<file path="src/design/assert_macros.svh">
// Assertion macros shared by the range max-XOR trie RTL.
// Each macro wraps one concurrent assertion clocked on i_clk, held off in reset.
`ifndef ASSERT_MACROS_SVH
`define ASSERT_MACROS_SVH

// Property that must hold at every clock edge out of reset.
`define ASSERT_CLK(label, prop, msg) \
    label: assert property (@(posedge i_clk) disable iff (!i_rst_n) (prop)) \
        else $error(msg);

// Implication from a trigger to a consequence in the same cycle.
`define ASSERT_IMPL(label, trig, cons, msg) \
    label: assert property (@(posedge i_clk) disable iff (!i_rst_n) (trig) |-> (cons)) \
        else $error(msg);

// Implication from a trigger to a consequence in the next cycle.
`define ASSERT_NEXT(label, trig, cons, msg) \
    label: assert property (@(posedge i_clk) disable iff (!i_rst_n) (trig) |=> (cons)) \
        else $error(msg);

`endif

</file>
<file path="src/design/rmxt_pkg.sv">
// Shared types and constants of the range max-XOR trie block.
// No dependencies; each module file refers to it by scoped names.
`timescale 1ns / 1ps

package rmxt_pkg;

    localparam int CAPACITY   = 1024;
    localparam int VALUE_BITS = 31;
    localparam int RANGE_W    = 11;
    localparam int MODE_W     = 2;
    localparam int STATUS_W   = 2;

    localparam int NODES_PER_VALUE = VALUE_BITS + 1;
    localparam int POOL_NODES      = CAPACITY * NODES_PER_VALUE;
    localparam int PTR_W           = $clog2(POOL_NODES + 1);
    localparam int NODE_AW         = $clog2(POOL_NODES);
    localparam int STORE_W         = $clog2(CAPACITY + 1);
    localparam int ROOT_AW         = $clog2(CAPACITY);
    localparam int TALLY_W         = STORE_W;
    localparam int LEVEL_W         = $clog2(VALUE_BITS);

    localparam int FIRST_LSB = VALUE_BITS;
    localparam int LAST_LSB  = VALUE_BITS + RANGE_W;
    localparam int IN_DATA_W = ((VALUE_BITS + 2 * RANGE_W + 7) / 8) * 8;
    localparam int OUT_DATA_W = ((VALUE_BITS + 7) / 8) * 8;

    typedef enum logic [MODE_W-1:0] {
        MODE_APPEND = 2'd0,
        MODE_QUERY  = 2'd1,
        MODE_CLEAR  = 2'd2
    } t_mode;

    typedef enum logic [STATUS_W-1:0] {
        STATUS_OK    = 2'd0,
        STATUS_RANGE = 2'd1,
        STATUS_FULL  = 2'd2
    } t_status;

    typedef enum logic [2:0] {
        ST_IDLE,
        ST_ROOT_A,
        ST_ROOT_B,
        ST_WALK,
        ST_LEAF,
        ST_FINISH
    } t_state;

    // A node keeps both child pointers and the tally under each child.
    typedef struct packed {
        logic [PTR_W-1:0]   c0;
        logic [PTR_W-1:0]   c1;
        logic [TALLY_W-1:0] t0;
        logic [TALLY_W-1:0] t1;
    } t_node;

    // Result of one trie level step.
    typedef struct packed {
        logic [PTR_W-1:0] ptr_a;
        logic [PTR_W-1:0] ptr_b;
        logic             res_bit;
        t_node            wr_word;
    } t_step;

endpackage

</file>
<file path="src/design/rmxt_level_unit.sv">
// Shared per-level step of the trie walk, used by both append and query.
// Pure logic; depends on rmxt_pkg.
`timescale 1ns / 1ps

module rmxt_level_unit (
    input  logic                       i_query,
    input  logic                       i_bit,
    input  rmxt_pkg::t_node            i_word_a,
    input  rmxt_pkg::t_node            i_word_b,
    input  logic [rmxt_pkg::PTR_W-1:0] i_next_ptr,
    output rmxt_pkg::t_step            o_step
);

    logic                          take;
    logic                          side;
    logic [rmxt_pkg::TALLY_W-1:0]  alt_a;
    logic [rmxt_pkg::TALLY_W-1:0]  alt_b;
    rmxt_pkg::t_node               fresh;

    always_comb begin
        // word_a is the lower version, word_b the upper one
        alt_a = i_bit ? i_word_a.t0 : i_word_a.t1;
        alt_b = i_bit ? i_word_b.t0 : i_word_b.t1;
        take  = i_query && (alt_a != alt_b);
        side  = take ? ~i_bit : i_bit;

        // copy the old node and point the taken side at the next fresh node
        fresh = i_word_a;
        if (i_bit) begin
            fresh.c1 = i_next_ptr;
            fresh.t1 = i_word_a.t1 + 1'b1;
        end else begin
            fresh.c0 = i_next_ptr;
            fresh.t0 = i_word_a.t0 + 1'b1;
        end

        o_step.ptr_a   = side ? i_word_a.c1 : i_word_a.c0;
        o_step.ptr_b   = side ? i_word_b.c1 : i_word_b.c0;
        o_step.res_bit = take;
        o_step.wr_word = fresh;
    end

endmodule

</file>
<file path="config.mk">
export PLATFORM = sky130hd
export DESIGN_NAME = rmxt_level_unit
export DESIGN_NICKNAME = d
export VERILOG_FILES = /design/src/design/assert_macros.svh /design/src/design/rmxt_pkg.sv /design/src/design/rmxt_level_unit.sv
export SDC_FILE = /design/constraint.sdc
export NUM_CORES = 1
export LEC_CHECK = 0
export ABC_CLOCK_PERIOD_IN_PS = 1600
export BUFFER_PORTS_ARGS = -buffer_cell sky130_fd_sc_hd__buf_4
export CORE_ASPECT_RATIO = 1.25
export CORE_MARGIN = 8
export CORE_UTILIZATION = 32
export DETAILED_ROUTE_END_ITERATION = 10
export PLACE_DENSITY_LB_ADDON = 0.1
export SLEW_MARGIN = 25
export SYNTH_ARGS = -nofsm -noshare
export SYNTH_HDL_FRONTEND = slang
export SYNTH_SLANG_ARGS = --single-unit
</file>
<file path="constraint.sdc">
create_clock -name vclk -period 1.6
set_input_delay 0.08 -clock vclk [all_inputs]
set_output_delay 0.08 -clock vclk [all_outputs]
set_load 0.05 [all_outputs]
</file>
# --- Yosys cells after proc, flatten, opt, wreduce, memory -nomap -nowiden ---
# Cells that the tools add are included.
totals:
  input_bits: 126
  romBits: 0
  reg_bits: 0
  mem_count: 0
  latch_bits: 0
  output_inout_bits: 87
  mem_bits_rw: 0
op_classes:
  magnitude_cmp: 0
  n_bitwise: 1
  mux: 9
  div_mod_pow: 0
  shifts: 0
  reduce_logical: 1
  n_addsub: 2
  mul: 0
  eq_ne: 1
ops:
  columns: ["cell", "n"]
  rows:
  - ["2-to-1 mux 16 bit", 4]
  - ["2-to-1 mux 11 bit", 4]
  - ["adder 11 x 1 -> 11 bit, second input constant", 2]
  - ["inequality test 11 bit", 1]
  - ["logical AND 1 bit", 1]
  - ["2-to-1 mux 1 bit", 1]
  - ["inverter 1 bit", 1]

# --- Logic depth before layout (Yosys ltp) ---
# Gate-level depths: netlist (run 1).
logic_depth:
  word_depth: 5
  depth_mapped: 6

# --- Worst setup path before layout (run 1) ---
# Ideal clock, no wire load.
synth_path:
  kind: "input-to-output"
  startpoint: "input i_bit"
  endpoint: "output o_step[19] in the netlist's numbering"
  n_path_buf: 1
  path_slack_ns: -0.158
  cell_stages: 6
  required_time_ns: 1.520
  arrival_ns: 1.678
  cell_sequence: "clkbuf_1 nor2b_1 nand3_1 nor2_1 nand3_1 xnor2_1"
synth_lines:
  columns: ["element", "line_no", "rtl"]
  rows:
  - ["start: declaration", "rmxt_level_unit.sv:7", "input logic i_bit,"]
  - ["end: declaration", "rmxt_level_unit.sv:11", "output rmxt_pkg::t_step o_step"]

==> results of run 1 <==
==> routing by layer <==
layer / up-vias / share of wire (%)
met3: 6 / 12
met1: 985 / 30
met4: 0 / 1.1
li1: 1053 / -
met2: 127 / 57
met5: - / 0
==> stage by stage <==
| stage | TNS [ps] | worst slack (ps) | total power, uW | hold slack, ps | instances |
|---|---|---|---|---|---|
| 3_3_place_gp | -8790 | -307 | 1680 | 541 | 454 |
| 2_1_floorplan | 0 | 4.32 | 1030 | 341 | 158 |
| 4_1_cts | -7770 | -259 | 1830 | 513 | 459 |
| 6_report | -6790 | -234 | 1830 | 512 | 459 |
| 5_1_grt | -9220 | -312 | 1900 | 514 | 459 |
| 3_5_place_dp | -9700 | -339 | 1710 | 543 | 454 |
==> cell usage in the layout, fill, tap and decap left out, types with 5 or more instances in the layout <==
cell     Yosys  final
nand2_1      8      8
mux2_2      36     34
mux2_4      30     32
xnor2_2      0     10
buf_4        1    206
buf_6        3     34
buf_8        0      5
xnor2_1     26     16
xor2_1      16     13
nand3_1     10     10
and3_1       5      5
==> cells in the mapped netlist (2+ instances only) <==
master	n	share of area, %
mux2_2	36	27
mux2_4	30	30
xnor2_1	26	15
xor2_1	16	9.2
nand3_1	10	3.3
nand2_1	8	2.0
and3_1	5	2.0
clkbuf_1	5	1.2
nand4_1	4	1.6
buf_6	3	2.2
nor4_1	3	1.2
ha_1	2	1.6
nor2_1	2	0.49
==> kinds of logic after synthesis <==
kind of cell | count (synthesis)
muxes | 66
xor gates and xnor gates | 42
and+or+nand+nor | 37
buffers and inverters | 9
adders and majority gates | 2
AOI/OAI and AO/OA | 2
==> power by group through the flow <==
| stage | Combinational, uW | Sequential, uW | Clock [uW] |
|---|---|---|---|
| final | 1830 | 0 | 0 |
| after global routing | 1900 | 0 | 0 |
| after CTS | 1830 | 0 | 0 |
| after detailed placement | 1710 | 0 | 0 |
| after global placement | 1680 | 0 | 0 |
| after floorplan | 1030 | 0 | 0 |
==> what timing repair did <==
item / 4_1_cts / 5_1_grt
resized for setup: 48 / 4
buffers inserted: 4 / 0
endpoints found under the setup margin: 32 / 34
gates cloned: 1 / 0
pin swaps: 4 / 2
==> cell type report <==
| cell class | instances | share of cell area (%) |
|---|---|---|
| multi-input cells | 149 | 42.2 |
| well taps | 60 | 1.98 |
| repair buffers | 250 | 55.8 |
==> worst max path at each step <==
stage | startpoint | to | slack, ps | depth (start not counted)
floorplan | i_bit | o_step[17] | 4 | 5
global placement | i_word_a[5] | o_step[73] | -310 | 8
detailed placement | i_word_a[10] | o_step[76] | -340 | 8
CTS | i_word_a[8] | o_step[64] | -260 | 9
global route | i_word_a[8] | o_step[66] | -310 | 9
finish | i_word_a[10] | o_step[66] | -230 | 9
==> key figures, run 1 <==
Flow run
  • Max Cap Violations: 0

STA
  • Hold violation count in the final report: 0
  • RSZ-0062 raised after global routing: yes
  • Final worst-path setup slack: -234 ps
  • Worst-Margin Slew: 396 ps
  • Tmin final: 1830 ps
  • Relative slew slack: 73.6%
  • Final period util: 115%
  • Slew Limit Fails: 0
  • Setup violators final: 32
  • Max Clk Rate: 0.545 GHz

Setup path
  • CP Buf/Inv Count: 4
  • CP max FO: 10
  • CP most frequent cell: buf_6
  • Critical path class: in2out
  • Crit end category: primary output
  • Worst EP required: 1520 ps
  • Slowest cell on crit path: mux2_4
  • Crit start category: input port
  • Max incr delay on CP: 310 ps
  • Cell family contributing the most delay on the critical path: buffers and inverters
  • Crit-path cells: buf_6 -> xor2_2 -> nor4_2 -> nand3_1 -> o211ai_4 -> buf_6 -> buf_12 -> mux2_4 -> buf_6
  • Critical path data arrival time: 1750 ps

Place
  • Port Buffer Count: 213
  • Routability Congestion: 0.812
  • Placed cell areas: 3510 um^2
  • Final HPWL DP: 7290 um

Power and ir drop
  • Cell-internal power: 819 uW
  • Clock share of power: 0%
  • Peak VDD IR: 341 uV
  • Leak: 0.00196 uW
  • Reg power frac: 0%
  • Power per cell area: 483 nW/um^2
  • Comb power frac: 100.0%
  • Net Switching: 1010 uW
  • Sw Ratio: 55.1%

Logic synthesis
  • Compound-Gate Fraction of Synth Area: 1.15%
  • Largest family of logic cells by synthesized area: multiplexers
  • Synthesized area: 1530 um^2
  • Fraction of synthesized area in multiplexers: 56.1%
  • XOR/XNOR Fraction of Synth Area: 24.1%
  • Register area share after synthesis: 0%
  • Simple-Gate Fraction of Synth Area: 13.1%
  • Mapped Avg Cell Area: 9.66 um^2
  • Post-synthesis adder-cell area fraction: 1.64%
  • YS warnings: 0
  • Netlist cell types: 21
  • Mapped Cells: 158
  • Syn_nets: 286

GRT
  • Number of global-route vias before repair: 2482
  • First-pass GRT wire length: 12400 um
  • Met3 Usage GRT: 10.1%
  • Met1 GRT Util: 17.5%
  • Met2 usage: 43.1%
  • Total gr overflow: 0
  • Initial antenna violation count: 0
  • Largest net degree at the start of global routing: 34
  • Busiest grt layer: met2
  • Total Routing Usage GR: 20.8%

Floorplanning
  • Placement Rows: 28
  • Core ar.: 4660 um^2
  • Initial core utilization: 32.8%
  • Die area: 7250 um^2
  • Die W: 77.8 um
  • Die H: 93.2 um
  • I/O pin count: 213

Worst hold path
  • Hold Path Origin: i_word_b[30]
  • Hold Path End: o_step[63]
  • Hold Crit Class: in2out
  • Worst Hold Depth: 3

Final layout
  • Final Instance Area: 3780 um^2
  • Core Util, Final: 81.2%
  • Sequential cell area: 0 um^2
  • Final Net Count: 529
  • Filler cells: 319
  • Synthesis-to-layout area growth: 148%
  • Ant diodes: 0
  • # clk buffers: 0
  • Share of cells above drive strength 1: 84.0%
  • Multi-input logic area: 1600 um^2
  • Flip-flop and latch count: 0

Detailed routing
  • Iter 0 DRT Violations: 49
  • Vias: 2171
  • Drt wl/cell: 18.1 um
  • Post-route DRC violation count: 0
  • Post-route antenna net violation count: 0
  • Final wirelength: 8320 um
  • Avg Vias per Cell: 4.73
  • DR pass1 iterations: 4

Clock tree
  • CTS hold repair buffers: 0

Status
  • Status: finished, violations left
  • Failing checks: negative setup slack
(Power assumes the default switching activity.)
==> run 2: changes to the inputs <==
--- a/config.mk
+++ b/config.mk
@@ -7,10 +7,12 @@
 export LEC_CHECK = 0
 export ABC_CLOCK_PERIOD_IN_PS = 1600
 export BUFFER_PORTS_ARGS = -buffer_cell sky130_fd_sc_hd__buf_4
+export CAP_MARGIN = 5
 export CORE_ASPECT_RATIO = 1.25
 export CORE_MARGIN = 8
 export CORE_UTILIZATION = 32
 export DETAILED_ROUTE_END_ITERATION = 10
+export GPL_TIMING_DRIVEN = 0
 export PLACE_DENSITY_LB_ADDON = 0.1
 export SLEW_MARGIN = 25
 export SYNTH_ARGS = -nofsm -noshare
==> run 2 against run 1 <==
The run still ends with negative setup slack left. Wire length shrank 3.7%. Critical path depth shrank 1. Global-route usage fell by 1.2 points. Hold slack worse by 16 ps. Fmax about the same. Worst setup slack got worse by 1.2 ps. Critical endpoint is now o_step[62]. Non-clock buffer count decreased by 23. Final cell count decreased by 5.0%. Critical path type unchanged.
==> key figures, run 2 (same netlist as run 1, synthesis figures left out) <==
STA
  • Post-route setup TNS: -6800 ps (-9.71 ps)
  • Tmin final: 1830 ps (+1.24 ps)
  • RSZ-0062 raised after global routing: yes
  • Setup violators final: 32 (unchanged)
  • Final worst-path setup slack: -235 ps (-1.24 ps)
  • Slew Limit Fails: 0 (unchanged)
  • Relative slew slack: 63.8% (-9.8 points)
  • Max Clk Rate: 0.545 GHz (about the same)
  • Hold violation count in the final report: 0 (unchanged)
  • Hold WS: 496 ps (-16.0 ps)
  • Final period util: 115% (about the same)
  • Worst-Margin Slew: 544 ps (+147 ps)

Floorplanning
  • Die W: 77.8 um (unchanged)
  • I/O pin count: 213 (unchanged)
  • Core ar.: 4660 um^2 (unchanged)
  • Placement Rows: 28 (unchanged)
  • Initial core utilization: 32.8% (unchanged)
  • Die H: 93.2 um (unchanged)
  • Die area: 7250 um^2 (unchanged)

Place
  • Placed Cells: 430 (-5.3%)
  • Routability Congestion: 0.746 (-8.1%)
  • Port Buffer Count: 212 (-0.47%)
  • Final HPWL DP: 7060 um (-3.1%)
  • Placed cell areas: 3280 um^2 (-6.7%)

Detailed routing
  • Avg Vias per Cell: 4.86 (+2.7%)
  • Post-route DRC violation count: 0 (unchanged)
  • Drt wl/cell: 18.4 um (+1.3%)
  • Final wirelength: 8000 um (-3.7%)
  • Iter 0 DRT Violations: 48 (-2.0%)
  • Vias: 2118 (-2.4%)
  • DR pass1 iterations: 4 (unchanged)
  • Post-route antenna net violation count: 0 (unchanged)

Final layout
  • Ant diodes: 0 (unchanged)
  • Layout Cells excl Fill: 436 (-5.0%)
  • Synthesis-to-layout area growth: 130%
  • Commonest cells after routing, fill and taps aside: 187 x buf_4, 36 x mux2_2, 30 x mux2_4
  • Final Instance Area: 3510 um^2 (-7.2%)
  • Filler cells: 358 (+12%)
  • Share of cells above drive strength 1: 82.2% (-1.8 points)
  • Sequential cell area: 0 um^2 (unchanged)
  • Flip-flop and latch count: 0 (unchanged)
  • Commonest non-fill, non-tap cell in the layout: buf_4
  • Multi-input logic area: 1580 um^2 (-1.0%)
  • Final Net Count: 506 (-4.3%)
  • # clk buffers: 0 (unchanged)

Power and ir drop
  • Peak VDD IR: 334 uV (-1.8%)
  • Power per cell area: 492 nW/um^2 (+2.0%)
  • Leak: 0.00181 uW (-7.9%)
  • Total power: 1730 uW (-5.4%)

Setup path
  • Crit start category: input port
  • CP max FO: 10 (unchanged)
  • Worst EP required: 1520 ps (about the same)
  • Crit end category: primary output
  • Critical path class: in2out
  • Critical path launch point: i_word_a[5]
  • Critical path data arrival time: 1750 ps (about the same)

GRT
  • Initial antenna violation count: 0 (unchanged)
  • First-pass GRT wire length: 11800 um (-5.4%)
  • Total gr overflow: 0 (unchanged)
  • Total Routing Usage GR: 19.6% (-1.2 points)
  • Largest net degree at the start of global routing: 11 (-68%)
  • Number of global-route vias before repair: 2274 (-8.4%)

Worst hold path
  • Hold Path Origin: i_word_a[0]
  • Hold Path End: o_step[0]
  • Hold Crit Class: in2out
  • Worst Hold Depth: 3 (unchanged)

Flow run
  • Max Cap Violations: 0 (unchanged)

Status
  • Failing checks: negative setup slack
  • Status: finished, violations left
-- run 2: changes by cell type in the layout (fill, tap and decap cells not counted), moves of 3 or more --
cell,delta
buf_12,-3
buf_4,-19
buf_6,-7
clkbuf_2,+3
-- run 2: layout make-up --
class / instances / share of cell area (%)
buffer: 9 / 2.17
multi-input combinational: 149 / 45.0
tap: 60 / 2.14
timing repair buffer: 218 / 50.7
-- run 2: through the flow --
| stage | utilization, % | worst slack [ps] |
|---|---|---|
| 6_report | 75.3 | -235 |
| 5_1_grt | 75.3 | -353 |
| 4_1_cts | 72.8 | -266 |
| 3_5_place_dp | 70.3 | -292 |
| 3_3_place_gp | 70.3 | -302 |
| 2_1_floorplan | - | 4.32 |
-- run 2: worst max-delay path by stage --
stage	to	slack (ps)	cells after the start
after floorplan	o_step[17]	4	5
after global placement	o_step[80]	-300	8
after detailed placement	o_step[62]	-290	8
after CTS	o_step[62]	-270	8
after global routing	o_step[75]	-350	8
final	o_step[62]	-230	8
-- run 2: power by group --
part           total (uW)  leakage, uW  internal, uW  switching (uW)
registers               0            0             0               0
logic                1730      0.00181           745             982
clock network           0            0             0               0
-- run 2: critical path, stage by stage --
cell and delay, ps:
buf_8 100, xor2_1 160, nor4_2 320, nand3_1 190, o211ai_4 210, buf_8 210
mux2_4 320, buf_6 160
-- run 2: what timing repair did --
item	in CTS	in global routing
cloned	1	0
hold endpoints to repair	0	0
setup endpoints to repair	33	67
setup buffers	5	0
pin swaps	0	2
hold buffers	0	0
resized for setup	19	33
-- run 2: layer usage --
| layer | wire length (um) | vias up | global-route usage [%] | share of wire (%) |
|---|---|---|---|---|
| met5 | 0 | - | 0 | 0 |
| met4 | 138 | 0 | 2.84 | 1.7 |
| met3 | 1100 | 10 | 10.5 | 14 |
| met2 | 4420 | 135 | 38.7 | 55 |
| met1 | 2340 | 967 | 17.1 | 29 |
| li1 | - | 1006 | - | - |
==> run 3: changes to the inputs <==
--- a/config.mk
+++ b/config.mk
@@ -8,13 +8,12 @@
 export ABC_CLOCK_PERIOD_IN_PS = 1600
 export BUFFER_PORTS_ARGS = -buffer_cell sky130_fd_sc_hd__buf_4
 export CAP_MARGIN = 5
-export CORE_ASPECT_RATIO = 1.25
-export CORE_MARGIN = 8
-export CORE_UTILIZATION = 32
+export CORE_AREA = 2 2 84 86
 export DETAILED_ROUTE_END_ITERATION = 10
+export DIE_AREA = 0 0 86 88
 export GPL_TIMING_DRIVEN = 0
 export PLACE_DENSITY_LB_ADDON = 0.1
-export SLEW_MARGIN = 25
+export RECOVER_POWER = 25
 export SYNTH_ARGS = -nofsm -noshare
 export SYNTH_HDL_FRONTEND = slang
 export SYNTH_SLANG_ARGS = --single-unit
==> run 3 against run 2 <==
The flow still finishes with violations (negative setup slack). First-iteration DRC count shrank 60%. Die area grew 4.4%. Power grew 2.5%. Final area grew 3.9%. Critical path type unchanged. Highest routed layer unchanged.
==> key figures, run 3 (same netlist as run 1, synthesis figures left out) <==
STA
  • Relative slew slack: 59.9% (-3.9 points)
  • Hold violation count in the final report: 0 (unchanged)
  • Setup violators final: 32 (unchanged)
  • Max Clk Rate: 0.551 GHz (+1.1%)
  • Final period util: 113% (-1.3 points)
  • RSZ-0062 raised after global routing: yes
  • Final worst-path setup slack: -214 ps (+20.3 ps)
  • Tmin final: 1810 ps (-20.3 ps)
  • Worst-Margin Slew: 605 ps (+60.9 ps)
  • Slew Limit Fails: 0 (unchanged)

GRT
  • Number of global-route vias before repair: 2054 (-9.7%)
  • First-pass GRT wire length: 10000 um (-15%)
  • Total gr overflow: 0 (unchanged)
  • Largest net degree at the start of global routing: 11 (unchanged)
  • Initial antenna violation count: 0 (unchanged)
  • Total Routing Usage GR: 16.2% (-3.3 points)

Setup path
  • Cell family contributing the most delay on the critical path: buffers and inverters
  • Critical path data arrival time: 1730 ps (-20 ps)
  • Worst EP required: 1520 ps (about the same)
  • Critical path launch point: i_word_b[8]
  • CP max FO: 6 (-4)
  • Critical path depth in cells: 9 (+1)
  • CP Buf/Inv Count: 4 (+1)
  • Max incr delay on CP: 340 ps (+20 ps)
  • Crit start category: input port
  • Crit-path cells: buf_6 -> xor2_2 -> nor4_2 -> nand3_2 -> o211ai_4 -> buf_12 -> clkbuf_16 -> mux2_4 -> buf_8
  • Crit end category: primary output
  • CP endpoint: o_step[60]
  • Slowest cell on crit path: nor4_2
  • Critical path class: in2out

Place
  • Port Buffer Count: 212 (unchanged)
  • Pre-CTS worst setup slack: -352 ps (-59.3 ps)
  • Routability Congestion: 0.766 (+2.6%)
  • Final HPWL DP: 6020 um (-15%)

Clock tree
  • CTS hold repair buffers: 0 (unchanged)

Status
  • Failing checks: negative setup slack
  • Status: finished, violations left

Power and ir drop
  • Leak: 0.00187 uW (+3.4%)
  • Peak VDD IR: 303 uV (-9.3%)
  • Total power: 1770 uW (+2.5%)
  • Power per cell area: 485 nW/um^2 (-1.4%)

Floorplanning
  • Initial core utilization: 23.0% (-9.8 points)
  • Die H: 88 um (-5.6%)
  • Placement Rows: 30 (+7.1%)
  • Core ar.: 6640 um^2 (+43%)
  • Die area: 7570 um^2 (+4.4%)
  • I/O pin count: 213 (unchanged)
  • Die W: 86 um (+11%)

Detailed routing
  • Post-route DRC violation count: 0 (unchanged)
  • Iter 0 DRT Violations: 19 (-60%)
  • Avg Vias per Cell: 4.50 (-7.4%)
  • Final wirelength: 7070 um (-12%)
  • Vias: 2060 (-2.7%)
  • Drt wl/cell: 15.4 um (-16%)
  • DR pass1 iterations: 4 (unchanged)
  • Post-route antenna net violation count: 0 (unchanged)

Worst hold path
  • Hold Crit Class: in2out
  • Hold Path Origin: i_word_a[10]

Final layout
  • Filler cells: 631 (+76%)
  • Flip-flop and latch count: 0 (unchanged)
  • Sequential cell area: 0 um^2 (unchanged)
  • Final Net Count: 508 (+0.40%)
  • Commonest cells after routing, fill and taps aside: 171 x buf_4, 34 x mux2_2, 34 x buf_6
  • Commonest non-fill, non-tap cell in the layout: buf_4
  • Synthesis-to-layout area growth: 139%
  • Ant diodes: 0 (unchanged)
  • # clk buffers: 0 (unchanged)
  • Share of cells above drive strength 1: 83.3% (+1.2 points)

Flow run
  • Max Cap Violations: 0 (unchanged)
## run 3: cell types whose count changed in the layout (fill, tap and decap cells not counted), moves of 3 or more
| cell | change |
|---|---|
| clkbuf_2 | +3 |
| xnor2_2 | +3 |
| buf_4 | -16 |
| xnor2_1 | -3 |
| clkbuf_4 | +4 |
| buf_6 | +7 |
## run 3: layout make-up
| class | count | area, um^2 | area share, % |
|---|---|---|---|
| well taps | 80 | 100 | 2.74 |
| plain buffers | 9 | 75.1 | 2.06 |
| multi-input cells | 149 | 1640 | 44.8 |
| repair buffers | 220 | 1840 | 50.4 |
## run 3: stage by stage
step | cells | hold slack [ps] | util (%) | cell area, um^2 | TNS [ps]
6_report | 458 | 485 | 54.9 | 3650 | -6210
2_1_floorplan | 158 | 341 | - | 1610 | 0
5_1_grt | 458 | 496 | 54.9 | 3650 | -8400
3_5_place_dp | 450 | 507 | 49.7 | 3300 | -11000
4_1_cts | 456 | 486 | 53.8 | 3570 | -7770
3_3_place_gp | 450 | 506 | 49.7 | 3300 | -10930
## run 3: how the worst min path moves through the flow
stage,endpoint,depth (start not counted)
after floorplan,o_step[9],1
after global placement,o_step[21],3
after detailed placement,o_step[10],3
after CTS,o_step[10],3
after global routing,o_step[10],3
final,o_step[10],3
## run 3: report_power, final
| part | leakage [uW] | internal (uW) | switching [uW] |
|---|---|---|---|
| registers | 0 | 0 | 0 |
| logic | 0.00187 | 776 | 994 |
| clock network | 0 | 0 | 0 |
## run 3: routing by layer
layer / vias up / track usage (%) / wire [um] / share of wire, %
met5: - / 0 / 0 / 0
met4: 0 / 0.577 / 23 / 0.33
met3: 2 / 2.07 / 505 / 7.1
met2: 100 / 33.8 / 4070 / 58
met1: 948 / 18.2 / 2470 / 35
li1: 1010 / - / - / -
## run 3: what timing repair did
| item | CTS | global route |
|---|---|---|
| pin swaps | 3 | 9 |
| endpoints found under the setup margin | 53 | 46 |
| gates cloned | 2 | 1 |
| resized for setup | 53 | 17 |
| buffers inserted | 4 | 2 |
